### src/tapwm_pkg.sv
`timescale 1ns / 1ps
// Shared types, constants and helpers for the three-axis PID wheel mixer.
// No dependencies; every module of the block imports this package.
package tapwm_pkg;

  localparam int CFG_INDEX_W = 3;
  localparam int CFG_DATA_W  = 24;

  typedef enum logic [CFG_INDEX_W-1:0] {
    REG_DRIVE_TARGET = 3'd0,
    REG_TURN_TARGET  = 3'd1,
    REG_SIDE_TARGET  = 3'd2,
    REG_DRIVE_KP     = 3'd3,
    REG_DRIVE_KI     = 3'd4,
    REG_DRIVE_KD     = 3'd5,
    REG_TURN_KP      = 3'd6,
    REG_TURN_KD      = 3'd7
  } cfg_reg_t;

  // Fixed side-axis gains, Q8.8: 2.25 and 0.1 (rounded)
  localparam logic signed [10:0] SIDE_KP_Q8 = 11'sd576;
  localparam logic signed [5:0]  SIDE_KD_Q8 = 6'sd26;

  localparam logic signed [63:0] SAT_MAX = 64'sd2147483647;
  localparam logic signed [63:0] SAT_MIN = -64'sd2147483648;

  typedef struct packed {
    logic signed [23:0] drive_target;
    logic        [8:0]  turn_target;
    logic signed [23:0] side_target;
    logic        [15:0] drive_kp;
    logic        [15:0] drive_ki;
    logic        [15:0] drive_kd;
    logic        [15:0] turn_kp;
    logic        [15:0] turn_kd;
  } cfg_t;

  localparam cfg_t CFG_RESET = '{
    drive_target: 24'sd0,
    turn_target:  9'd0,
    side_target:  24'sd0,
    drive_kp:     16'd768,
    drive_ki:     16'd5,
    drive_kd:     16'd179,
    turn_kp:      16'd1792,
    turn_kd:      16'd51
  };

  // Errors, deltas and the updated error sum of one sample
  typedef struct packed {
    logic signed [24:0] de;
    logic signed [9:0]  te;
    logic signed [24:0] se;
    logic signed [25:0] dd;
    logic signed [10:0] td;
    logic signed [25:0] sd;
    logic signed [47:0] sum;
  } err_t;

  // Gain products, Q.8
  typedef struct packed {
    logic signed [41:0] dkp;
    logic signed [42:0] dkd;
    logic signed [63:0] dki;
    logic signed [26:0] tkp;
    logic signed [27:0] tkd;
    logic signed [35:0] skp;
    logic signed [31:0] skd;
  } prod_t;

  typedef struct packed {
    logic signed [31:0] drive;
    logic signed [31:0] turn;
    logic signed [31:0] side;
  } pow_t;

  typedef struct packed {
    logic signed [31:0] front_right;
    logic signed [31:0] front_left;
    logic signed [31:0] back_right;
    logic signed [31:0] back_left;
  } spd_t;

  function automatic logic signed [31:0] sat32(input logic signed [63:0] v);
    logic signed [31:0] r;
    if (v > SAT_MAX) begin
      r = 32'sh7fffffff;
    end else if (v < SAT_MIN) begin
      r = 32'sh80000000;
    end else begin
      r = v[31:0];
    end
    return r;
  endfunction

endpackage

### src/tapwm_mix_stage.sv
`timescale 1ns / 1ps
// Last pipeline stage: holonomic wheel mix with saturation; output register.
// Depends on tapwm_pkg.
module tapwm_mix_stage import tapwm_pkg::*; (
  input  logic clk,
  input  logic rst_n,
  input  logic in_valid,
  output logic in_ready,
  input  pow_t in_pow,
  output logic out_valid,
  input  logic out_ready,
  output pow_t out_pow,
  output spd_t out_spd
);

  logic               valid_r, valid_nxt;
  pow_t               pow_r, pow_nxt;
  spd_t               spd_r, spd_nxt;
  spd_t               spd;
  logic               acc;
  logic signed [33:0] d, s, t;

  assign in_ready  = !valid_r || out_ready;
  assign acc       = in_valid && in_ready;
  assign out_valid = valid_r;
  assign out_pow   = pow_r;
  assign out_spd   = spd_r;

  assign d = 34'(in_pow.drive);
  assign s = 34'(in_pow.side);
  assign t = 34'(in_pow.turn);

  assign spd.front_right = sat32(64'(d - s - t));
  assign spd.front_left  = sat32(64'(d + s + t));
  assign spd.back_right  = sat32(64'(d + s - t));
  assign spd.back_left   = sat32(64'(d - s + t));

  always_comb begin
    valid_nxt = in_ready ? in_valid : valid_r;
    pow_nxt   = acc ? in_pow : pow_r;
    spd_nxt   = acc ? spd : spd_r;
  end

  always_ff @(posedge clk) begin
    if (!rst_n) begin
      valid_r <= 1'b0;
    end else begin
      valid_r <= valid_nxt;
    end
  end

  always_ff @(posedge clk) begin
    pow_r <= pow_nxt;
    spd_r <= spd_nxt;
  end

endmodule
### config.mk
export PLATFORM = sky130hd
export DESIGN_NAME = tapwm_mix_stage
export DESIGN_NICKNAME = d
export VERILOG_FILES = /design/src/tapwm_pkg.sv /design/src/tapwm_mix_stage.sv
export SDC_FILE = /design/constraint.sdc
export NUM_CORES = 1
export LEC_CHECK = 0
export BUFFER_PORTS_ARGS = -buffer_cell sky130_fd_sc_hd__buf_2
export CAP_MARGIN = 25
export CORE_ASPECT_RATIO = 2
export CORE_MARGIN = 1.5
export CORE_UTILIZATION = 64
export CTS_BUF_LIST = sky130_fd_sc_hd__clkbuf_4
export DETAILED_ROUTE_END_ITERATION = 12
export GPL_TIMING_DRIVEN = 0
export PLACE_DENSITY = 0.9
export SYNTH_ARGS = -nofsm -noshare
export SYNTH_HDL_FRONTEND = slang
export SYNTH_SLANG_ARGS = --single-unit
### constraint.sdc
create_clock -name clk -period 11.65 [get_ports clk]
set_clock_uncertainty 0.15 [all_clocks]
set_input_delay 0.5825 -clock clk [delete_from_list [all_inputs] [get_ports clk]]
set_output_delay 0.5825 -clock clk [all_outputs]
set_load 0.1 [all_outputs]
==> metrics.sh <==
PLACE.DETAILED.HPWL_UM=51390
INITIAL_CORE_UTILIZATION=0.6495
DETAIL_ROUTE.DRC_VIOLATIONS=0
SYNTH_TOP_CELL_AREA_SHARE=0.3673
DETAIL-ROUTE-ANTENNA-NETS=0
TRITONCTS.NUM_BUFFERS=50
TIGHTEST_SLEW_NS=1.012
NETS=2668
CTS_TREE='built'
WORST_PATH_CLASS_SETUP='in -> reg'
TOTAL_NEGATIVE_SETUP_SLACKS_NS=0
DRT-VIAS-PER-INSTANCE=6.490
CRIT-REG2REG-LAUNCH='out_valid'
GRT_MAX_DEGREE=83
SYNTHDISTINCTLIBCELLS=92
CTS_MAX_PATH_BUFFERS=3
GLOBAL_ROUTE_WIRE_LENGTH_BEFORE_REPAIR_UM=103700
PLACE_CONGESTION=1.094
WORSTSKEWPAIRLATENCY_NS=0.74
TIMING.CRITICAL_PATH.TO_TYPE='register'
WORST_CASE_REGISTER_TO_REGISTER_SETUP_SLACK_NS=9.32
REG2REG_TO='out_spd[18]'
MAXCAPVIOLATIONS=0
SYN_INST=1889
EDFF_COUNT_SYNTH=224
FMAXACHIEVABLE_MHz=136.5
SYN_AREA_SQ_UM=18310
CRITICAL_PATH.STARTPOINT_TYPE='input pin'
CTS_MAX_LEVEL=2
DIE_WIDTH_UM=122.6
YS_ASYNC_SR_FRACTION=0
LEAKAGE_nW=9.406
CRIT_END='out_spd[78]'
POWERDENSITY_nW_PER_UM2=244.2
PATH_CLK_SLEW_NS=0.08
SYN-NUM-NETS=2191
PATH_MAX_FANOUT=10
POST_CTS_SETUP_INSERTS=0
POST_LAYOUT_INST_AREA_SQ_UM=22110
AREA.GROWTH.SYNTH_TO_FINAL_PCT=20.73
DRT_FIRST_ITER_VIOLATIONS=1521
CP.REQUIRED_NS=12.09
SYNTH_SEQ_CELLS=225
DIEAREA_SQ_UM=29700
CRITPATHARRIVALTIME_NS=7.76
TOP_LEVEL_PORTS=326
ROWS=87
SYNTH_TOP_AREA_CELL='edfxtp_1'
DRTPASS1ITERATIONS=7
VIAS_IN_THE_FIRST_GLOBAL_ROUTE=18590
DIE_HEIGHT_UM=242.2
SYNTHESIZED_AREA_PER_CELL_SQ_UM=9.694
YOSYSWARNINGCOUNT=0
GLOBALROUTE.TOTALOVERFLOW=0
CP_SLOWEST_CELL='xnor2_1'
CTSROOTBUFFERMASTER='clkbuf_4'
FLOORPLAN.CORE_AREA_SQ_UM=28190
CTS-HOLD-FIX-BUFFERS=96
PORT_BUFFERS=325
AVGROUTEDWIREPERCELL_UM=25.12
PLACEDINSTANCEAREA_SQ_UM=20460
NUM_VIAS=17890
MOST_FREQUENT_STANDARD_CELL_IN_THE_LAYOUT_EXCLUDING_FILL_AND_TAP_CELLS='buf_2'
FINALHOLDVIOLCOUNT=0
RESULT_OF_THE_RUN='finished, final reports clean'
MAX_SLEW_MARGIN=0.3184
ALL_LAYER_GR_USAGE=0.4705
SETUP_VIOLS_FINAL=0
RSZ0062_AT_GRT='no'
SEQUENTIAL_SHARE_OF_THE_SYNTHESIZED_AREA=0.3684
FINALWIRELENGTH_UM=69250
WORST_PATH_MOST_REPEATED_CELL='o211ai_1'
CP_SLOWEST_STAGE_DELAY_NS=0.65
TIMING.HOLD.WORST.CLASS='in -> reg'
FINAL_MIN_PERIOD_OVER_CLOCK_PERIOD=0.6288
CTS.SINK_COUNT=225
MOST-COMMON-LAYOUT-CELLS='buf_2, edfxtp_1, ha_1'
FINALCOREUTILIZATION=0.7842
DOMINANTREGCELLSYNTH='edfxtp_1'
SYNTHTOPCELLSBYAREA='edfxtp_1, ha_1, xnor2_1'
COUNT_OF_INSTANCES_RESIZED_AFTER_THE_CLOCK_TREE_IS_BUILT=0
FINALMAXSLEWVIOLATIONS=0
DRIVE_GT1_FRAC=0.2358
STARTPOINT='in_pow[0]'
ANTENNA_FOUND_INITIAL=1
IR_WORST_VDD_uV=286.1
POST_ROUTE_MINIMUM_PERIOD_NS=7.326
TIMING.REG2REG.WORST_PATH_DEPTH=4
critical path: cells and delay by family:
family / cells / cell delay (ns)
AOI/OAI and AO/OA: 12 / 2.81
and+or+nand+nor: 6 / 1.42
adders and majority gates: 3 / 1.00
xor gates and xnor gates: 1 / 0.65
buffers and inverters: 5 / 1.27
worst min path at each step:
stage / startpoint / endpoint / slack [ns] / cells past startpoint
after global placement: out_valid / out_valid / 0.35 / 2
final: in_pow[63] / out_pow[63] / 0.02 / 1
after global routing: in_pow[63] / out_pow[63] / 0.01 / 1
after detailed placement: out_valid / out_valid / 0.41 / 2
after floorplan: in_pow[0] / out_pow[0] / 0.53 / 0
after CTS: in_pow[49] / out_pow[49] / 0.003 / 1
state kept, by name, summed over array words and instances, names as in the netlist:
signal	cells
out_spd	128
out_pow	96
out_valid	1
area by class of cell:
cell class                      count  area (sq um)
Tap cell                          356         445.4
Clock inverter                     14         132.6
Buffer                             93         548.0
Inverter                          169         634.4
Timing Repair Buffer              425          2673
Multi-Input combinational cell   1402         10390
Sequential cell                   225          6746
Antenna cell                        1         2.502
Fill cell                        1847          6085
Clock buffer                       72         540.5
layer usage:
metal	GRT usage	part of all wire	vias to the layer above
met5	0	0	-
met4	0.5291	0.14	0
met3	0.1125	0.075	550
met2	0.8096	0.50	1264
met1	0.4024	0.28	8259
li1	-	-	7820
cell usage after synthesis, drive strengths merged, types with 5 or more instances:
master and count:
o21a 13, nand2b 31, o21bai 43, nor2 153, nand3 17, nor4 13
a311oi 7, fa 6, o41ai 5, and3 11, buf 55, o21ai 168
edfxtp 224, o31ai 20, nand2 64, xor2 26, a21boi 5, or3 15
a21oi 185, nand4 14, a221oi 10, xnor2 143, inv 169, ha 196
or2 6, nor3 36, clkbuf 38, o211ai 50, a21o 36, a211oi 20
nor2b 30, a31oi 16
logic make-up after synthesis:
logic type | count (synthesis) | synth area share
AO/OA/AOI/OAI | 623 | 0.2364
XOR/XNOR | 169 | 0.08124
adder cells (fa/ha/maj) | 202 | 0.1405
buffers and inverters | 262 | 0.06457
flip-flops | 225 | 0.3684
multiplexers | 2 | 0.001093
AND/OR/NAND/NOR | 406 | 0.1078
per-stage QoR:
step / hold slack, ns / total power [mW] / worst slack (ns) / std cells
after global placement: 0.3466 / 4.540 / 3.526 / 2570
after global routing: 0.01061 / 5.586 / 4.071 / 2757
after detailed placement: 0.4074 / 4.582 / 4.514 / 2573
final: 0.01621 / 5.398 / 4.324 / 2757
after floorplan: 0.5314 / 3.874 / 4.138 / 1889
after CTS: 0.003132 / 5.287 / 4.679 / 2755
where the power goes:
part	internal (mW)	leakage, nW	total, mW	switching, mW
registers	1.16	2.12	1.22	0.0608
clock network	0.348	0.393	0.706	0.358
logic	0.855	6.89	3.47	2.62
total	2.36	9.41	5.40	3.04
Power figures use the tool's default switching activity.
