===== config.mk =====
export PLATFORM = sky130hd
export DESIGN_NAME = tapwm_err_stage
export DESIGN_NICKNAME = d
export VERILOG_FILES = /design/src/tapwm_pkg.sv /design/src/tapwm_err_stage.sv
export SDC_FILE = /design/constraint.sdc
export NUM_CORES = 1
export LEC_CHECK = 0
export ABC_AREA = 1
export BUFFER_PORTS_ARGS = -buffer_cell sky130_fd_sc_hd__buf_2
export CAP_MARGIN = 30
export CORE_ASPECT_RATIO = 1.4
export CORE_MARGIN = 2
export CORE_UTILIZATION = 40
export CTS_CLUSTER_SIZE = 16
export DETAILED_ROUTE_END_ITERATION = 10
export GPL_TIMING_DRIVEN = 0
export PLACE_DENSITY_LB_ADDON = 0.08
export SLEW_MARGIN = 20
export SYNTH_ARGS = -nofsm -noshare
export SYNTH_HDL_FRONTEND = slang
export SYNTH_SLANG_ARGS = --single-unit

===== constraint.sdc =====
create_clock -name clk -period 7.32 [get_ports clk]
set_input_delay 1.464 -clock clk [delete_from_list [all_inputs] [get_ports clk]]
set_output_delay 1.464 -clock clk [all_outputs]
set_load 0.01 [all_outputs]

===== src/tapwm_pkg.sv =====
`timescale 1ns / 1ps
// Shared types, constants and helpers for the three-axis PID wheel mixer.
// No dependencies; every module of the block imports this package.
package tapwm_pkg;

  localparam int CFG_INDEX_W = 3;
  localparam int CFG_DATA_W  = 24;

  typedef enum logic [CFG_INDEX_W-1:0] {
    REG_DRIVE_TARGET = 3'd0,
    REG_TURN_TARGET  = 3'd1,
    REG_SIDE_TARGET  = 3'd2,
    REG_DRIVE_KP     = 3'd3,
    REG_DRIVE_KI     = 3'd4,
    REG_DRIVE_KD     = 3'd5,
    REG_TURN_KP      = 3'd6,
    REG_TURN_KD      = 3'd7
  } cfg_reg_t;

  // Fixed side-axis gains, Q8.8: 2.25 and 0.1 (rounded)
  localparam logic signed [10:0] SIDE_KP_Q8 = 11'sd576;
  localparam logic signed [5:0]  SIDE_KD_Q8 = 6'sd26;

  localparam logic signed [63:0] SAT_MAX = 64'sd2147483647;
  localparam logic signed [63:0] SAT_MIN = -64'sd2147483648;

  typedef struct packed {
    logic signed [23:0] drive_target;
    logic        [8:0]  turn_target;
    logic signed [23:0] side_target;
    logic        [15:0] drive_kp;
    logic        [15:0] drive_ki;
    logic        [15:0] drive_kd;
    logic        [15:0] turn_kp;
    logic        [15:0] turn_kd;
  } cfg_t;

  localparam cfg_t CFG_RESET = '{
    drive_target: 24'sd0,
    turn_target:  9'd0,
    side_target:  24'sd0,
    drive_kp:     16'd768,
    drive_ki:     16'd5,
    drive_kd:     16'd179,
    turn_kp:      16'd1792,
    turn_kd:      16'd51
  };

  // Errors, deltas and the updated error sum of one sample
  typedef struct packed {
    logic signed [24:0] de;
    logic signed [9:0]  te;
    logic signed [24:0] se;
    logic signed [25:0] dd;
    logic signed [10:0] td;
    logic signed [25:0] sd;
    logic signed [47:0] sum;
  } err_t;

  // Gain products, Q.8
  typedef struct packed {
    logic signed [41:0] dkp;
    logic signed [42:0] dkd;
    logic signed [63:0] dki;
    logic signed [26:0] tkp;
    logic signed [27:0] tkd;
    logic signed [35:0] skp;
    logic signed [31:0] skd;
  } prod_t;

  typedef struct packed {
    logic signed [31:0] drive;
    logic signed [31:0] turn;
    logic signed [31:0] side;
  } pow_t;

  typedef struct packed {
    logic signed [31:0] front_right;
    logic signed [31:0] front_left;
    logic signed [31:0] back_right;
    logic signed [31:0] back_left;
  } spd_t;

  function automatic logic signed [31:0] sat32(input logic signed [63:0] v);
    logic signed [31:0] r;
    if (v > SAT_MAX) begin
      r = 32'sh7fffffff;
    end else if (v < SAT_MIN) begin
      r = 32'sh80000000;
    end else begin
      r = v[31:0];
    end
    return r;
  endfunction

endpackage


===== src/tapwm_err_stage.sv =====
`timescale 1ns / 1ps
// First pipeline stage: axis errors, deltas and the saturating drive error sum.
// Holds the controller state. Depends on tapwm_pkg.
module tapwm_err_stage import tapwm_pkg::*; (
  input  logic               clk,
  input  logic               rst_n,
  input  cfg_t               cfg,
  input  logic               in_valid,
  output logic               in_ready,
  input  logic signed [23:0] in_forward_position,
  input  logic signed [23:0] in_side_position,
  input  logic        [8:0]  in_heading,
  output logic               out_valid,
  input  logic               out_ready,
  output err_t               out_err
);

  logic               valid_r, valid_nxt;
  err_t               err_r, err_nxt;
  logic signed [24:0] drive_last_r, drive_last_nxt;
  logic signed [9:0]  turn_last_r, turn_last_nxt;
  logic signed [24:0] side_last_r, side_last_nxt;
  logic signed [47:0] sum_r, sum_nxt;

  logic               acc;
  logic signed [24:0] de, se;
  logic signed [9:0]  te;
  logic signed [48:0] sum_wide;
  logic signed [47:0] sum_sat;

  assign in_ready  = !valid_r || out_ready;
  assign acc       = in_valid && in_ready;
  assign out_valid = valid_r;
  assign out_err   = err_r;

  assign de = 25'(cfg.drive_target) - 25'(in_forward_position);
  assign se = 25'(cfg.side_target) - 25'(in_side_position);
  assign te = $signed({1'b0, cfg.turn_target}) - $signed({1'b0, in_heading});

  assign sum_wide = 49'(sum_r) + 49'(de);

  always_comb begin
    if (sum_wide[48] != sum_wide[47]) begin
      sum_sat = sum_wide[48] ? {1'b1, 47'b0} : {1'b0, {47{1'b1}}};
    end else begin
      sum_sat = sum_wide[47:0];
    end
  end

  always_comb begin
    valid_nxt      = in_ready ? in_valid : valid_r;
    err_nxt        = err_r;
    drive_last_nxt = drive_last_r;
    turn_last_nxt  = turn_last_r;
    side_last_nxt  = side_last_r;
    sum_nxt        = sum_r;
    if (acc) begin
      err_nxt.de     = de;
      err_nxt.te     = te;
      err_nxt.se     = se;
      err_nxt.dd     = 26'(de) - 26'(drive_last_r);
      err_nxt.td     = 11'(te) - 11'(turn_last_r);
      err_nxt.sd     = 26'(se) - 26'(side_last_r);
      err_nxt.sum    = sum_sat;
      drive_last_nxt = de;
      turn_last_nxt  = te;
      side_last_nxt  = se;
      sum_nxt        = sum_sat;
    end
  end

  always_ff @(posedge clk) begin
    if (!rst_n) begin
      valid_r      <= 1'b0;
      drive_last_r <= '0;
      turn_last_r  <= '0;
      side_last_r  <= '0;
      sum_r        <= '0;
    end else begin
      valid_r      <= valid_nxt;
      drive_last_r <= drive_last_nxt;
      turn_last_r  <= turn_last_nxt;
      side_last_r  <= side_last_nxt;
      sum_r        <= sum_nxt;
    end
  end

  always_ff @(posedge clk) begin
    err_r <= err_nxt;
  end

`ifndef SYNTHESIS
  assert property (@(posedge clk) disable iff (!rst_n)
    acc |=> drive_last_r == err_r.de)
    else $error("drive last error does not track the staged error");

  assert property (@(posedge clk) disable iff (!rst_n)
    !acc |=> $stable(sum_r) && $stable(turn_last_r))
    else $error("controller state changed without a transaction");

  assert property (@(posedge clk) disable iff (!rst_n)
    acc && !sum_r[47] && !de[24] |=> !sum_r[47])
    else $error("error sum wrapped negative");

  assert property (@(posedge clk) disable iff (!rst_n)
    acc && sum_r[47] && de[24] |=> sum_r[47])
    else $error("error sum wrapped positive");
`endif

endmodule


==> flow_summary.rst <==
.. list-table::
   :header-rows: 1

   * - Metric
     - Value
   * - Max-cap viol count
     - 0
   * - DR DRC count
     - 0
   * - Buffering stage count on the worst path with inverters included
     - 8
   * - Remaining antenna violation count
     - 0
   * - # fillers
     - 5,055
   * - Core footprint
     - 48,900 µm²
   * - Mean post-synth cell area
     - 7.41 µm²
   * - Max Freq
     - 169 MHz
   * - Result of the run
     - complete, no violations
   * - CP startpoint
     - cfg[118]
   * - Antenna violations before repair
     - 0
   * - Post-CTS setup repair buffer count
     - 0
   * - Synthesis Warnings
     - 0
   * - Floorplan row count
     - 96
   * - Pwr dens
     - 350 nW/µm²
   * - Overall fraction of global-route tracks in use
     - 0.260
   * - Setup TNS after final layout
     - 0 ns
   * - Worst Reg2Reg Path Length in Cells
     - 17
   * - Share of cells above drive strength 1
     - 0.138
   * - Asr flop ratio synth
     - 0
   * - Antenna diodes
     - 0
   * - Worst Min Path Start
     - side_last_r[2]
   * - Full die area
     - 51,100 µm²
   * - Number of enable-type register cells in the synthesized netlist
     - 171
   * - Horizontal die dimension
     - 192 µm
   * - CTS sink cnt
     - 280
   * - Worst-path maximum fanout
     - 17
   * - Cell type group with the largest total delay on the critical path
     - simple AND/OR/NAND/NOR gates
   * - Arrival time worst endpoint
     - 6.24 ns
   * - End point of the most critical hold path
     - side_last_r[2]
   * - Vias in the first global route
     - 18,100
   * - Worst Hold Path Cells
     - 2
   * - Unique cell type count in the Yosys netlist
     - 45
   * - Gate count of the mapped netlist
     - 2,657
   * - Post-Route WL
     - 67,000 µm
   * - Area occupied by multi-input gates
     - 10,300 µm²
   * - Number of buffer cells added on primary ports
     - 290
   * - Estimated wirelength of the detail-placed design
     - 56,100 µm
   * - Setup CP Type
     - in -> reg
   * - Maximum level of the CTS H-tree
     - 1
   * - Required time of the critical path
     - 7.65 ns
   * - DR vias/cell
     - 4.95
   * - Total overflow reported by the global router
     - 0
   * - Path category of the worst min-delay check
     - reg -> reg
   * - Unrepaired setup endpoints after global routing
     - no
   * - Final core utilization
     - 0.472
   * - Top cell type's share of synthesized area
     - 0.261
   * - Number of hold buffers added after cts
     - 0
   * - Number of buffers added by the clock tree synthesis step
     - 31
   * - Number of top-level pins
     - 371
   * - Top_reg_cell synth
     - sky130_fd_sc_hd__edfxtp_1
   * - Starting Density
     - 0.403
   * - Pin count of the biggest net entering global routing
     - 87
   * - Storage cell area
     - 7320 µm²
   * - DRT iter0 DRCs
     - 800
   * - Fin. max-slew vios
     - 0
   * - Worst VDD drop
     - 0.245 mV
   * - Final Hold Violating Endpoints
     - 0
   * - Maximum number of buffers from clock root to sink
     - 3
   * - Leakage power
     - 11.8 nW
   * - First-pass detailed-route iteration total
     - 5
   * - Source of the worst register-to-register timing path
     - sum_r[0]
   * - Count of state elements after synthesis
     - 280
   * - Reg-to-reg endpoint
     - out_err[19]
   * - Post-Route Skew
     - 0.0240 ns
   * - Floorplan die height
     - 267 µm
   * - Clk Tree Root Cell
     - sky130_fd_sc_hd__clkbuf_16
   * - Skew-Pair Late Insertion Delay
     - 0.59 ns
   * - Kind of start point of the critical path
     - primary input
   * - Kind of capture point of the worst setup path
     - flop
   * - Proportion of synthesized chip area in sequential cells
     - 0.371
   * - Cells taking the most area after synthesis
     - sky130_fd_sc_hd__edfxtp_1, sky130_fd_sc_hd__nand2_1, sky130_fd_sc_hd__dfxtp_1
   * - Crit-path max cell delay
     - 0.43 ns
   * - Last weighted congestion value of the routability-driven placer
     - 0.937
   * - Rel. slew slack
     - 0.322
   * - Slowest stage cell, crit path
     - sky130_fd_sc_hd__ha_1
   * - Post-route minimum period
     - 5.90 ns
   * - Area leader, netlist
     - sky130_fd_sc_hd__edfxtp_1
   * - Share of the clock period used by the worst path
     - 0.806
   * - Clock-pin slew of the registers on the worst-case setup and hold paths
     - 0.06 ns
   * - Overall power
     - 8.08 mW
   * - Wire length of the first global-routing pass
     - 101,000 µm
   * - Average routed wire per standard cell
     - 18.4 µm
   * - Setup slack on the worst flop-to-flop path
     - 4.25 ns
   * - Final-stage net count
     - 3,355
   * - CTS tree
     - done
   * - Total of cells resized after clock tree synthesis
     - 0
   * - Slew at the pin closest to its max-slew limit
     - 1.01 ns
   * - Most numerous cell on the critical path
     - sky130_fd_sc_hd__nand2_1
   * - Post-Syn Area
     - 19,700 µm²
   * - Area growth from synthesis to layout
     - 17.1%
   * - Number of nets produced by synthesis
     - 3,027
   * - Final setup vio count
     - 0
   * - Total number of vias
     - 18,000
-- worst reg2reg max path, stage by stage, from the launching register on --
cell	delay, ns
sky130_fd_sc_hd__dfxtp_1	0.31
sky130_fd_sc_hd__ha_1	0.25
sky130_fd_sc_hd__fa_1	0.51
sky130_fd_sc_hd__nand2_1	0.11
sky130_fd_sc_hd__nand2_1	0.06
sky130_fd_sc_hd__nand3_1	0.07
sky130_fd_sc_hd__nand2_1	0.15
sky130_fd_sc_hd__nand2_1	0.12
sky130_fd_sc_hd__nand2_2	0.13
sky130_fd_sc_hd__nand2_1	0.14
sky130_fd_sc_hd__nand3_1	0.08
sky130_fd_sc_hd__nand2_1	0.10
sky130_fd_sc_hd__nand2_4	0.10
sky130_fd_sc_hd__nor2_8	0.26
sky130_fd_sc_hd__inv_4	0.14
sky130_fd_sc_hd__buf_6	0.17
sky130_fd_sc_hd__buf_6	0.15
sky130_fd_sc_hd__nand2_1	0.07
-- synth_stat cells (3+ instances only) --
library cell                 n
sky130_fd_sc_hd__fa_1        7
sky130_fd_sc_hd__nand2_1   631
sky130_fd_sc_hd__and2_1      5
sky130_fd_sc_hd__o21bai_1   22
sky130_fd_sc_hd__inv_1     480
sky130_fd_sc_hd__nor4_1      9
sky130_fd_sc_hd__buf_2       4
sky130_fd_sc_hd__a211oi_1    6
sky130_fd_sc_hd__nor2_2      6
sky130_fd_sc_hd__a21boi_0    7
sky130_fd_sc_hd__xor2_1     93
sky130_fd_sc_hd__a21oi_2     9
sky130_fd_sc_hd__a31oi_1     7
sky130_fd_sc_hd__edfxtp_1  171
sky130_fd_sc_hd__clkbuf_1   33
sky130_fd_sc_hd__nand4_1    30
sky130_fd_sc_hd__dfxtp_1   109
sky130_fd_sc_hd__xnor2_1    33
sky130_fd_sc_hd__or2_2       5
sky130_fd_sc_hd__o21a_1      3
sky130_fd_sc_hd__a21o_1      9
sky130_fd_sc_hd__nand3_1   123
sky130_fd_sc_hd__nor2_1    240
sky130_fd_sc_hd__nor3_1     17
sky130_fd_sc_hd__o211ai_1    5
sky130_fd_sc_hd__o21ai_0   141
sky130_fd_sc_hd__a21oi_1   234
sky130_fd_sc_hd__buf_6      11
sky130_fd_sc_hd__inv_2       4
sky130_fd_sc_hd__ha_1      165
sky130_fd_sc_hd__nand2_2    24
-- cell type report --
type | count | share of cell area
Tap cell | 637 | 0.0346
Clock buffer | 43 | 0.0378
Buffer | 48 | 0.0120
Clock inverter | 14 | 0.00597
Inverter | 485 | 0.0790
Multi-Input combinational cell | 1844 | 0.446
Timing Repair Buffer | 295 | 0.0675
Sequential cell | 280 | 0.317
-- kinds of logic after synthesis --
logic type / Yosys count / share of synthesized area
simple gates: 1098 / 0.231
fa+ha+maj: 172 / 0.112
xor+xnor: 126 / 0.0560
flops: 280 / 0.371
compound gates: 448 / 0.124
buf+inv: 533 / 0.106
-- layer usage --
metal  share of wire  wire, µm  vias up  GRT usage
li1                -         -     9247          -
met1            0.39     25800     8383      0.280
met2            0.55     37100      342      0.524
met3           0.031      2070       77     0.0188
met4           0.031      2070        0     0.0809
met5               0         0        -          0
-- power breakdown --
group | total (mW) | switching [mW] | internal (mW)
sequential | 2.42 | 0.157 | 2.26
combinational | 4.09 | 2.71 | 1.38
clock | 1.57 | 0.670 | 0.901
-- cells in the final DEF, fill, tap and decap left out, drive strengths merged, types with 3 or more instances in the layout --
cell type / count
a211oi: 6
a21boi: 7
a21o: 9
a21oi: 243
a31oi: 7
and2: 5
buf: 310
clkbuf: 76
clkinv: 8
dfxtp: 109
edfxtp: 171
fa: 7
ha: 165
inv: 488
nand2: 656
nand3: 123
nand4: 31
nor2: 247
nor3: 18
nor4: 9
o211ai: 5
o21a: 3
o21ai: 141
o21bai: 22
or2: 6
xnor2: 33
xor2: 93
-- registers in the layout, summed over array words and instances, names as in the netlist --
signal / flops
out_valid: 1
sum_r: 48
drive_last_r: 25
side_last_r: 25
turn_last_r: 10
out_err: 171
-- worst max-delay path by stage --
stage	slack, ns	end	cells after the start
global placement	0.50	sum_r[44]	26
global route	1.04	out_err[18]	27
floorplan	2.07	sum_r[37]	28
detailed placement	0.80	out_err[18]	27
finish	1.42	out_err[19]	27
CTS	1.41	out_err[19]	27
-- through the flow --
| stage | hold slack, ns | setup WS [ns] | instances | instance area [µm²] |
|---|---|---|---|---|
| 2_1_floorplan | 0.435 | 2.07 | 2657 | 19700 |
| 3_3_place_gp | 0.451 | 0.495 | 3584 | 21900 |
| 3_5_place_dp | 0.454 | 0.803 | 3588 | 22000 |
| 4_1_cts | 0.463 | 1.41 | 3645 | 23100 |
| 5_1_grt | 0.501 | 1.04 | 3646 | 23100 |
| 6_report | 0.457 | 1.42 | 3646 | 23100 |
Power figures use the tool's default switching activity.
