### src/tapwm_pkg.sv
`timescale 1ns / 1ps
// Shared types, constants and helpers for the three-axis PID wheel mixer.
// No dependencies; every module of the block imports this package.
package tapwm_pkg;

  localparam int CFG_INDEX_W = 3;
  localparam int CFG_DATA_W  = 24;

  typedef enum logic [CFG_INDEX_W-1:0] {
    REG_DRIVE_TARGET = 3'd0,
    REG_TURN_TARGET  = 3'd1,
    REG_SIDE_TARGET  = 3'd2,
    REG_DRIVE_KP     = 3'd3,
    REG_DRIVE_KI     = 3'd4,
    REG_DRIVE_KD     = 3'd5,
    REG_TURN_KP      = 3'd6,
    REG_TURN_KD      = 3'd7
  } cfg_reg_t;

  // Fixed side-axis gains, Q8.8: 2.25 and 0.1 (rounded)
  localparam logic signed [10:0] SIDE_KP_Q8 = 11'sd576;
  localparam logic signed [5:0]  SIDE_KD_Q8 = 6'sd26;

  localparam logic signed [63:0] SAT_MAX = 64'sd2147483647;
  localparam logic signed [63:0] SAT_MIN = -64'sd2147483648;

  typedef struct packed {
    logic signed [23:0] drive_target;
    logic        [8:0]  turn_target;
    logic signed [23:0] side_target;
    logic        [15:0] drive_kp;
    logic        [15:0] drive_ki;
    logic        [15:0] drive_kd;
    logic        [15:0] turn_kp;
    logic        [15:0] turn_kd;
  } cfg_t;

  localparam cfg_t CFG_RESET = '{
    drive_target: 24'sd0,
    turn_target:  9'd0,
    side_target:  24'sd0,
    drive_kp:     16'd768,
    drive_ki:     16'd5,
    drive_kd:     16'd179,
    turn_kp:      16'd1792,
    turn_kd:      16'd51
  };

  // Errors, deltas and the updated error sum of one sample
  typedef struct packed {
    logic signed [24:0] de;
    logic signed [9:0]  te;
    logic signed [24:0] se;
    logic signed [25:0] dd;
    logic signed [10:0] td;
    logic signed [25:0] sd;
    logic signed [47:0] sum;
  } err_t;

  // Gain products, Q.8
  typedef struct packed {
    logic signed [41:0] dkp;
    logic signed [42:0] dkd;
    logic signed [63:0] dki;
    logic signed [26:0] tkp;
    logic signed [27:0] tkd;
    logic signed [35:0] skp;
    logic signed [31:0] skd;
  } prod_t;

  typedef struct packed {
    logic signed [31:0] drive;
    logic signed [31:0] turn;
    logic signed [31:0] side;
  } pow_t;

  typedef struct packed {
    logic signed [31:0] front_right;
    logic signed [31:0] front_left;
    logic signed [31:0] back_right;
    logic signed [31:0] back_left;
  } spd_t;

  function automatic logic signed [31:0] sat32(input logic signed [63:0] v);
    logic signed [31:0] r;
    if (v > SAT_MAX) begin
      r = 32'sh7fffffff;
    end else if (v < SAT_MIN) begin
      r = 32'sh80000000;
    end else begin
      r = v[31:0];
    end
    return r;
  endfunction

endpackage

### src/tapwm_pow_stage.sv
`timescale 1ns / 1ps
// Third pipeline stage: per-axis product sums, floor shift by 8, saturation.
// Depends on tapwm_pkg.
module tapwm_pow_stage import tapwm_pkg::*; (
  input  logic  clk,
  input  logic  rst_n,
  input  logic  in_valid,
  output logic  in_ready,
  input  prod_t in_prod,
  output logic  out_valid,
  input  logic  out_ready,
  output pow_t  out_pow
);

  logic               valid_r, valid_nxt;
  pow_t               pow_r, pow_nxt;
  pow_t               pow;
  logic               acc;
  logic signed [64:0] dacc;
  logic signed [28:0] tacc;
  logic signed [36:0] sacc;

  assign in_ready  = !valid_r || out_ready;
  assign acc       = in_valid && in_ready;
  assign out_valid = valid_r;
  assign out_pow   = pow_r;

  assign dacc = 65'(in_prod.dkp) + 65'(in_prod.dkd) + 65'(in_prod.dki);
  assign tacc = 29'(in_prod.tkp) + 29'(in_prod.tkd);
  assign sacc = 37'(in_prod.skp) + 37'(in_prod.skd);

  // Dropping the low 8 bits of a two's complement value is a floor divide
  assign pow.drive = sat32(64'($signed(dacc[64:8])));
  assign pow.turn  = sat32(64'($signed(tacc[28:8])));
  assign pow.side  = sat32(64'($signed(sacc[36:8])));

  always_comb begin
    valid_nxt = in_ready ? in_valid : valid_r;
    pow_nxt   = acc ? pow : pow_r;
  end

  always_ff @(posedge clk) begin
    if (!rst_n) begin
      valid_r <= 1'b0;
    end else begin
      valid_r <= valid_nxt;
    end
  end

  always_ff @(posedge clk) begin
    pow_r <= pow_nxt;
  end

endmodule

### config.mk
export PLATFORM = sky130hd
export DESIGN_NAME = tapwm_pow_stage
export DESIGN_NICKNAME = d
export VERILOG_FILES = /design/src/tapwm_pkg.sv /design/src/tapwm_pow_stage.sv
export SDC_FILE = /design/constraint.sdc
export NUM_CORES = 1
export LEC_CHECK = 0
export BUFFER_PORTS_ARGS = -buffer_cell sky130_fd_sc_hd__clkbuf_2
export CORE_MARGIN = 2
export CORE_UTILIZATION = 40
export CTS_CLUSTER_SIZE = 12
export DETAILED_ROUTE_END_ITERATION = 8
export PLACE_DENSITY = 0.66
export SYNTH_ARGS = -nofsm -noshare
export SYNTH_HDL_FRONTEND = slang
export SYNTH_SLANG_ARGS = --single-unit
### constraint.sdc
create_clock -name clk -period 6.5 [get_ports clk]
set_input_delay 1.3 -clock clk [delete_from_list [all_inputs] [get_ports clk]]
set_output_delay 1.3 -clock clk [all_outputs]
set_load 0.05 [all_outputs]
==> run_results.csv, run 1 <==
group,metric,value,unit
run_status,status,"finished, final reports clean",
logic_synthesis,yosys.area.top_type,"edfxtp_1",
routing,remaining_drc_errors,0,
setup_path,critPathKind,"primary input to flop",
floorplan,start_util,0.405,
pwr,p_sw_frac,0.488,
setup_path,cp-startpoint,"in_prod[128]",
routing,routed_wl,36000,µm
global_route,grt_pass1_vias,10700,
logic_synthesis,synth_xor_area_frac,0.0601,
logic_synthesis,ys_top_cells_by_area,"edfxtp_1, ha_1, fa_1, a21oi_1, nand2_1",
clock_network,cts_buffer_depth,2,
clock_network,numClockSinks,85,
routing,dr.pass1.iters,5,
floorplan,row_count,61,
floorplan,ios,374,
setup_path,r2r-start,"out_valid",
clock_network,clkTransAtPathRegs,0.07,ns
logic_synthesis,yosys_warnings,0,
pwr,powerDensity,276,nW/µm²
logic_synthesis,synthAdderAreaFrac,0.252,
sta,drv_slew,0,
setup_path,worstSetupStartpointType,"primary input",
routing,wl_per_cell,18.1,µm
floorplan,dieWidth,171,µm
global_route,track_usage,0.233,
logic_synthesis,async_flop_share,0,
sta,min_period,5.73,ns
cells_and_area,areaGrowthSynthToFinish,22.7,%
clock_network,cts_root_buf,"clkbuf_16",
logic_synthesis,synth_top_area_frac,0.225,
logic_synthesis,syn-num-nets,1732,
sta,rsz0062_at_grt,"false",
clock_network,postCtsSetupRepairBufs,0,
routing,final_antenna_net_count,0,
cells_and_area,diodes,0,
logic_synthesis,synth-compound-area-share,0.233,
cells_and_area,fillerInstances,2677,
pwr,p_int,0.00194,W
logic_synthesis,yosysUniqueCellTypes,75,
logic_synthesis,yosysSeqAreaShare,0.227,
pwr,sequentialPowerShare,0.214,
sta,max_freq,175,MHz
place,place_ws,0.472,ns
pwr,p_comb_frac,0.623,
sta,max_slew_margin,0.245,
setup_path,worstSetupEndpointType,"flop",
sta,hold_violations,0,
min_path,min_from,"out_valid",
pwr,p_clk_frac,0.162,
sta,clock_skew,0.00909,ns
routing,routed_via_density,5.65,
setup_path,crit_end,"out_pow[77]",
cells_and_area,final_common_cell,"clkbuf_2",
global_route,antenna_found_initial,0,
logic_synthesis,synth_area,11200,µm²
floorplan,die_y,171,µm
logic_synthesis,syn_avg_cell_area,8.84,µm²
cells_and_area,post-route-util,0.497,
global_route,grt_max_degree,85,
cells_and_area,layout.nets,2074,
clock_network,ctsResizeCount,0,
place,place_congestion,0.994,
logic_synthesis,synth_top_family_by_area,"adder cells",
setup_path,r2r_cells,3,
min_path,holdPathStages,2,
sta,setup_slack,0.772,ns
cells_and_area,final_cell_mix,"clkbuf_2, ha_1, nand2_1, a21oi_1, nor2_1",
setup_path,crit_required,6.57,ns
routing,drt_iter0_drc,936,
pwr,vdd.ir_drop.worst,0.139,mV
floorplan,die-area,29400,µm²
sta,worstMarginPinSlew,1.13,ns
logic_synthesis,synth-edff-count,84,
clock_network,cts_tree,"yes",
run,cap_violations,0,
setup_path,critPathMaxFanout,31,
global_route,grt-ovfl-total,0,
sta,tns,0,ns
setup_path,r2r-end,"out_pow[7]",
logic_synthesis,synth-simple-area-share,0.176,
pwr,p_leak,6.25,nW
logic_synthesis,synthMuxAreaShare,0.00569,
setup_path,r2r_setup_slack,4.66,ns
global_route,grt_pass1_wl,53900,µm
floorplan,core-area,27700,µm²
routing,vias,11300,
place,port_buffers,373,
sta,period_share,0.881,
logic_synthesis,synth-main-ff-cell,"edfxtp_1",
cells_and_area,drive_gt1_frac,0.269,
place,place_hpwl,30800,µm
clock_network,clock_latency,0.34,ns
sta,setup_viol,0,
clock_network,cts_buffers,9,
min_path,hold_class,"flop to flop",
clock_network,cts_htree_levels,3,
logic_synthesis,synth_seq_cells,85,
pwr,p_switching,0.00186,W
logic_synthesis,syn_inst,1268,
clock_network,ctsHoldBuffers,0,
setup_path,critPathArrivalTime,5.79,ns
-- cell type report --
type,count,area [µm²],area share
Clock inverter,7,128,0.00927
Multi-Input combinational cell,1063,8150,0.592
Timing Repair Buffer,392,2020,0.147
Inverter,59,221,0.0161
Clock buffer,9,225,0.0164
Sequential cell,85,2540,0.185
Tap cell,378,473,0.0344
-- flip-flops by register name, indices dropped and copies added, names as in the netlist --
register   count
out_pow       84
out_valid      1
-- critical path, stage by stage --
cell and delay, ns:
clkbuf_2 0.08, inv_1 0.05, fa_1 0.54, inv_1 0.04, ha_1 0.34, and4_1 0.24
o211a_1 0.16, o31ai_4 0.40, a21oi_1 0.23, or2_2 0.37, o311ai_0 0.51, o21ai_0 0.22
nor4_1 0.37, nand4_1 0.25, nor3_4 0.31, buf_12 0.22, o221ai_1 0.14
-- power by group through the flow --
stage / Sequential (W) / Combinational [W] / Clock [W]
finish: 0.000814 / 0.00237 / 0.000617
global route: 0.000824 / 0.00257 / 0.000643
CTS: 0.000820 / 0.00235 / 0.000627
detailed placement: 0.000832 / 0.00235 / 0
global placement: 0.000833 / 0.00232 / 0
floorplan: 0.00118 / 0.00134 / 0
-- cells by family (layout without fill, tap and decap cells) --
kind of cell               Yosys count  after routing
AOI/OAI and AO/OA                  390            390
xor gates and xnor gates            77             77
adders and majority gates          188            188
buffers and inverters              120            467
DFF                                 85             85
muxes                                6              6
and+or+nand+nor                    402            402
-- metrics by stage --
stage | std cells | total power (W) | instance area, µm² | hold WS [ns]
6_report | 1993 | 0.00380 | 13800 | 0.551
3_5_place_dp | 1977 | 0.00318 | 13400 | 0.539
3_3_place_gp | 1977 | 0.00315 | 13400 | 0.520
5_1_grt | 1993 | 0.00404 | 13800 | 0.577
2_1_floorplan | 1268 | 0.00251 | 11200 | 1.15
4_1_cts | 1993 | 0.00380 | 13800 | 0.549
-- cells in the mapped netlist, types with 4 or more instances --
library cell  count
ha_1            125
nand2_1         119
a21oi_1         114
nor2_1           98
edfxtp_1         84
o21ai_0          67
fa_1             63
nand4_1          63
inv_1            59
xnor2_1          45
clkbuf_1         40
a21o_1           36
xor2_1           32
o221ai_1         29
nor3_1           24
nand3_1          23
o21a_1           17
o21bai_1         17
o211ai_1         15
buf_4            12
a211oi_1         11
a31oi_1          11
nor4_1           11
nand2b_1          9
and2_1            8
and3_1            8
nor2b_1           8
o31ai_1           7
or2_2             7
a211o_1           6
a21boi_0          6
a311oi_1          5
o211a_1           5
o311ai_0          5
or3_1             5
a221oi_1          4
and4_1            4
buf_6             4
-- metal layers --
metal,track usage,routed length [µm],up-vias
met4,0.0814,1110,0
met3,0.0295,2100,59
met2,0.423,18200,411
met5,0,0,-
met1,0.282,14600,5339
li1,-,-,5454
-- worst min path at each step --
stage / to / slack, ns
after floorplan: out_valid / 1.15
after global placement: out_valid / 0.52
after detailed placement: out_valid / 0.54
after CTS: out_valid / 0.55
after global routing: out_valid / 0.58
final: out_valid / 0.55
(Power assumes the default switching activity.)
==> run 2, diff against run 1 <==
--- a/config.mk
+++ b/config.mk
@@ -11,6 +11,8 @@
 export CTS_CLUSTER_SIZE = 12
 export DETAILED_ROUTE_END_ITERATION = 8
 export PLACE_DENSITY = 0.66
+export RECOVER_POWER = 25
 export SYNTH_ARGS = -nofsm -noshare
 export SYNTH_HDL_FRONTEND = slang
 export SYNTH_SLANG_ARGS = --single-unit
+export TNS_END_PERCENT = 50
==> run_results.csv, run 2 (same netlist as run 1, synthesis figures left out) <==
group,metric,value,unit
routing,dr.pass1.iters,5,
sta,hold_violations,0,
setup_path,critPathMaxFanout,31,
pwr,vdd.ir_drop.worst,0.136,mV
sta,min_period,5.70,ns
sta,max_freq,175,MHz
setup_path,critPathArrivalTime,5.77,ns
floorplan,die_y,171,µm
routing,wl_per_cell,18.1,µm
run,cap_violations,0,
pwr,power,0.00379,W
place,place_hpwl,30800,µm
sta,max_slew_margin,0.243,
run_status,status,"finished, final reports clean",
place,place_congestion,0.994,
min_path,hold_class,"flop to flop",
floorplan,dieWidth,171,µm
setup_path,path_buf_inv,4,
cells_and_area,post-route-util,0.494,
cells_and_area,fillerInstances,2700,
setup_path,critPathKind,"primary input to flop",
clock_network,cts_root_buf,"clkbuf_16",
floorplan,core-area,27700,µm²
cells_and_area,diodes,0,
setup_path,r2r_setup_slack,4.66,ns
global_route,track_usage,0.233,
setup_path,worstSetupStartpointType,"primary input",
clock_network,ctsResizeCount,0,
global_route,grt_pass1_wl,53900,µm
cells_and_area,final_common_cell,"clkbuf_2",
routing,vias,11200,
clock_network,cts_buffers,9,
routing,routed_via_density,5.64,
sta,worstMarginPinSlew,1.14,ns
cells_and_area,drive_gt1_frac,0.228,
routing,drt_iter0_drc,918,
routing,routed_wl,36000,µm
setup_path,cp_top_family,"compound AO/OA/AOI/OAI gates",
floorplan,die-area,29400,µm²
sta,tns,0,ns
sta,drv_slew,0,
sta,rsz0062_at_grt,"false",
cells_and_area,final_cell_mix,"clkbuf_2, ha_1, nand2_1, a21oi_1, nor2_1",
cells_and_area,areaGrowthSynthToFinish,22.0,%
cells_and_area,largest_reg_flops,84,
clock_network,numClockSinks,85,
setup_path,cp_common_cell,"inv_1",
setup_path,worst_path_largest_cell_delay,0.54,ns
setup_path,slowest_stage,"fa_1",
clock_network,cts_htree_levels,3,
clock_network,clock_latency,0.34,ns
pwr,p_leak,6.06,nW
setup_path,crit_path_cell_trace,"clkbuf_2, inv_1, fa_1, inv_1, ha_1, and4_1, o211a_1, o31ai_4, a21oi_1, or2_2, o311ai_0, o21ai_0, nor4_1, nand4_1, nor3_4, buf_12, o221ai_1",
clock_network,ctsHoldBuffers,0,
clock_network,postCtsSetupRepairBufs,0,
place,port_buffers,373,
cells_and_area,layout.nets,2074,
routing,remaining_drc_errors,0,
setup_path,worstSetupEndpointType,"flop",
global_route,grt_pass1_vias,10700,
global_route,grt-ovfl-total,0,
floorplan,row_count,61,
floorplan,start_util,0.405,
setup_path,crit_required,6.57,ns
routing,final_antenna_net_count,0,
sta,clock_skew,0.0101,ns
global_route,grt_max_degree,85,
clock_network,clkTransAtPathRegs,0.07,ns
pwr,powerDensity,277,nW/µm²
clock_network,cts_tree,"yes",
clock_network,cts_buffer_depth,2,
floorplan,ios,374,
global_route,antenna_found_initial,0,
sta,period_share,0.877,
sta,setup_viol,0,
[run 2: layout make-up]
| type | count | area [µm²] | area share |
|---|---|---|---|
| clock buffer | 9 | 225 | 0.0165 |
| clock inverter | 7 | 128 | 0.00933 |
| inverter | 59 | 221 | 0.0162 |
| multi-input combinational | 1063 | 8150 | 0.596 |
| sequential | 85 | 2540 | 0.186 |
| tap | 378 | 473 | 0.0346 |
| timing repair buffer | 392 | 1940 | 0.142 |
[run 2: worst paths after layout]
kind,endpoint,depth (start not counted),startpoint
setup / recovery,out_pow[77],17,in_prod[128]
hold / removal,out_valid,2,out_valid
setup reg to reg,out_pow[7],3,out_valid
hold reg to reg,out_valid,2,out_valid
[run 2: worst reg2reg max path: cells and delay by family, from the launching register on]
kind	cells	cell delay, ns
buf+inv	1	0.79
flops	1	0.32
simple gates	2	0.24
[run 2: routing by layer]
layer,routed length [µm],track usage,part of all wire,vias up
li1,-,-,-,5455
met1,14600,0.282,0.41,5311
met2,18200,0.423,0.50,419
met3,2110,0.0295,0.058,59
met4,1100,0.0814,0.031,0
met5,0,0,0,-
[run 2: per-stage QoR]
| stage | cells | area [µm²] | setup slack (ns) | hold slack (ns) |
|---|---|---|---|---|
| after floorplan | 1268 | 11200 | 1.27 | 1.15 |
| after global placement | 1977 | 13400 | 0.525 | 0.520 |
| after detailed placement | 1977 | 13400 | 0.472 | 0.539 |
| after CTS | 1993 | 13800 | 0.818 | 0.549 |
| after global routing | 1993 | 13700 | 0.361 | 0.577 |
| final | 1993 | 13700 | 0.799 | 0.549 |
[run 2: power by group]
part	leakage, nW	total [W]	internal [W]	switching (W)
Combinational	5.07	0.00235	0.000775	0.00158
Sequential	0.811	0.000814	0.000769	0.0000447
Clock	0.173	0.000619	0.000383	0.000236
Total	6.06	0.00379	0.00193	0.00186
==> run 3, diff against run 2 <==
--- a/config.mk
+++ b/config.mk
@@ -6,7 +6,7 @@
 export NUM_CORES = 1
 export LEC_CHECK = 0
 export BUFFER_PORTS_ARGS = -buffer_cell sky130_fd_sc_hd__clkbuf_2
-export CORE_MARGIN = 2
+export CORE_MARGIN = 5
 export CORE_UTILIZATION = 40
 export CTS_CLUSTER_SIZE = 12
 export DETAILED_ROUTE_END_ITERATION = 8
==> run_results.csv, run 3 (same netlist as run 1, synthesis figures left out) <==
group,metric,value,unit
sta,worstMarginPinSlew,1.13,ns
place,place_ws,0.298,ns
run,cap_violations,0,
sta,period_share,0.906,
setup_path,slowest_stage,"or4b_1",
sta,min_period,5.89,ns
floorplan,dieWidth,177,µm
place,place_hpwl,31700,µm
routing,dr.pass1.iters,6,
setup_path,worst_path_largest_cell_delay,0.51,ns
cells_and_area,diodes,0,
floorplan,row_count,61,
pwr,p_switching,0.00185,W
cells_and_area,final_common_cell,"clkbuf_2",
pwr,sequentialPowerShare,0.223,
pwr,p_clk_frac,0.135,
pwr,p_int,0.00181,W
clock_network,cts_tree,"yes",
place,placed_cell_area,13400,µm²
clock_network,clock_latency,0.34,ns
sta,holdWs,0.547,ns
routing,wl_per_cell,18.6,µm
clock_network,cts_root_buf,"clkbuf_16",
floorplan,start_util,0.405,
min_path,hold_class,"flop to flop",
clock_network,clkTransAtPathRegs,0.07,ns
cells_and_area,fillerInstances,2733,
pwr,p_leak,6.02,nW
setup_path,worstSetupEndpointType,"flop",
sta,setup_viol,0,
setup_path,critPathArrivalTime,5.93,ns
clock_network,postCtsSetupRepairBufs,0,
cells_and_area,post-route-util,0.491,
place,place_congestion,0.979,
routing,remaining_drc_errors,0,
pwr,vdd.ir_drop.worst,0.137,mV
clock_network,cts_buffer_depth,2,
run_status,status,"finished, final reports clean",
sta,drv_slew,0,
routing,routed_via_density,5.60,
cells_and_area,final_cell_mix,"clkbuf_2, ha_1, nand2_1, a21oi_1, nor2_1",
global_route,grt_max_degree,85,
pwr,p_comb_frac,0.642,
sta,tns,0,ns
sta,rsz0062_at_grt,"false",
floorplan,die_y,177,µm
floorplan,die-area,31500,µm²
clock_network,cts_htree_levels,3,
global_route,grt-ovfl-total,0,
routing,drt_iter0_drc,808,
setup_path,crit_path_cell_trace,"clkbuf_2, buf_4, fa_1, ha_1, a21oi_1, o21ai_0, a21oi_1, o21ai_0, or4b_1, a21boi_0, nor3_1, nor4_1, nand4_1, nor3_4, buf_12, o221ai_1",
global_route,track_usage,0.222,
floorplan,ios,374,
pwr,powerDensity,269,nW/µm²
floorplan,core-area,27700,µm²
pwr,p_sw_frac,0.507,
cells_and_area,areaGrowthSynthToFinish,21.3,%
routing,final_antenna_net_count,0,
cells_and_area,layout.nets,2074,
clock_network,cts_buffers,9,
cells_and_area,fin_area,13600,µm²
setup_path,critPathMaxFanout,31,
setup_path,cp_top_family,"compound AO/OA/AOI/OAI gates",
sta,clock_skew,0.0146,ns
cells_and_area,drive_gt1_frac,0.228,
clock_network,ctsHoldBuffers,0,
routing,routed_wl,37100,µm
setup_path,path_buf_inv,3,
cells_and_area,largest_reg_flops,84,
sta,max_slew_margin,0.246,
global_route,grt_pass1_wl,56600,µm
sta,hold_violations,0,
setup_path,worstSetupStartpointType,"primary input",
global_route,antenna_found_initial,0,
global_route,grt_pass1_vias,11000,
setup_path,critPathKind,"primary input to flop",
clock_network,numClockSinks,85,
sta,setup_slack,0.614,ns
setup_path,crit_required,6.55,ns
sta,max_freq,170,MHz
routing,vias,11200,
place,port_buffers,373,
clock_network,ctsResizeCount,0,
run 3: cell count changes in the layout (fill, tap and decap cells not counted), sizes merged:
cell | previous run | this run
bufinv | 3 | 0
clkinv | 0 | 2
clkinvlp | 0 | 1
run 3: power groups by stage:
stage	Clock (W)	Sequential (W)	Combinational [W]
CTS	0.000504	0.000821	0.00235
finish	0.000493	0.000815	0.00235
global placement	0	0.000834	0.00232
detailed placement	0	0.000833	0.00235
floorplan	0	0.00118	0.00134
global route	0.000522	0.000824	0.00256
run 3: final cells by class:
type / count / area, µm² / share of cell area
Clock inverter: 7 / 55.1 / 0.00405
Tap cell: 378 / 473 / 0.0348
Timing Repair Buffer: 392 / 1940 / 0.143
Inverter: 59 / 221 / 0.0163
Multi-Input combinational cell: 1063 / 8150 / 0.599
Clock buffer: 9 / 225 / 0.0166
Sequential cell: 85 / 2540 / 0.187
run 3: worst register-to-register path, delay by kind of cell (launching register included):
family                 cells  cell delay (ns)
buffers and inverters      1             0.81
flip-flops                 1             0.31
AND/OR/NAND/NOR            2             0.24
run 3: through the flow:
stage               cells  power (W)
global route         1993    0.00391
CTS                  1993    0.00368
floorplan            1268    0.00251
finish               1993    0.00366
global placement     1977    0.00316
detailed placement   1977    0.00318
run 3: routing by layer:
metal | vias to the layer above | wire, µm | track usage
li1 | 5447 | - | -
met5 | - | 0 | 0
met1 | 5245 | 15000 | 0.271
met2 | 418 | 19100 | 0.415
met3 | 52 | 2190 | 0.0211
met4 | 0 | 802 | 0.0587
run 3: final timing paths:
path,slack (ns),end,cells past startpoint,startpoint
worst max-delay path,0.61,out_pow[81],16,in_prod[271]
worst min-delay path,0.55,out_valid,2,out_valid
worst max register to register,4.64,out_pow[82],3,out_valid
worst min register to register,0.55,out_valid,2,out_valid
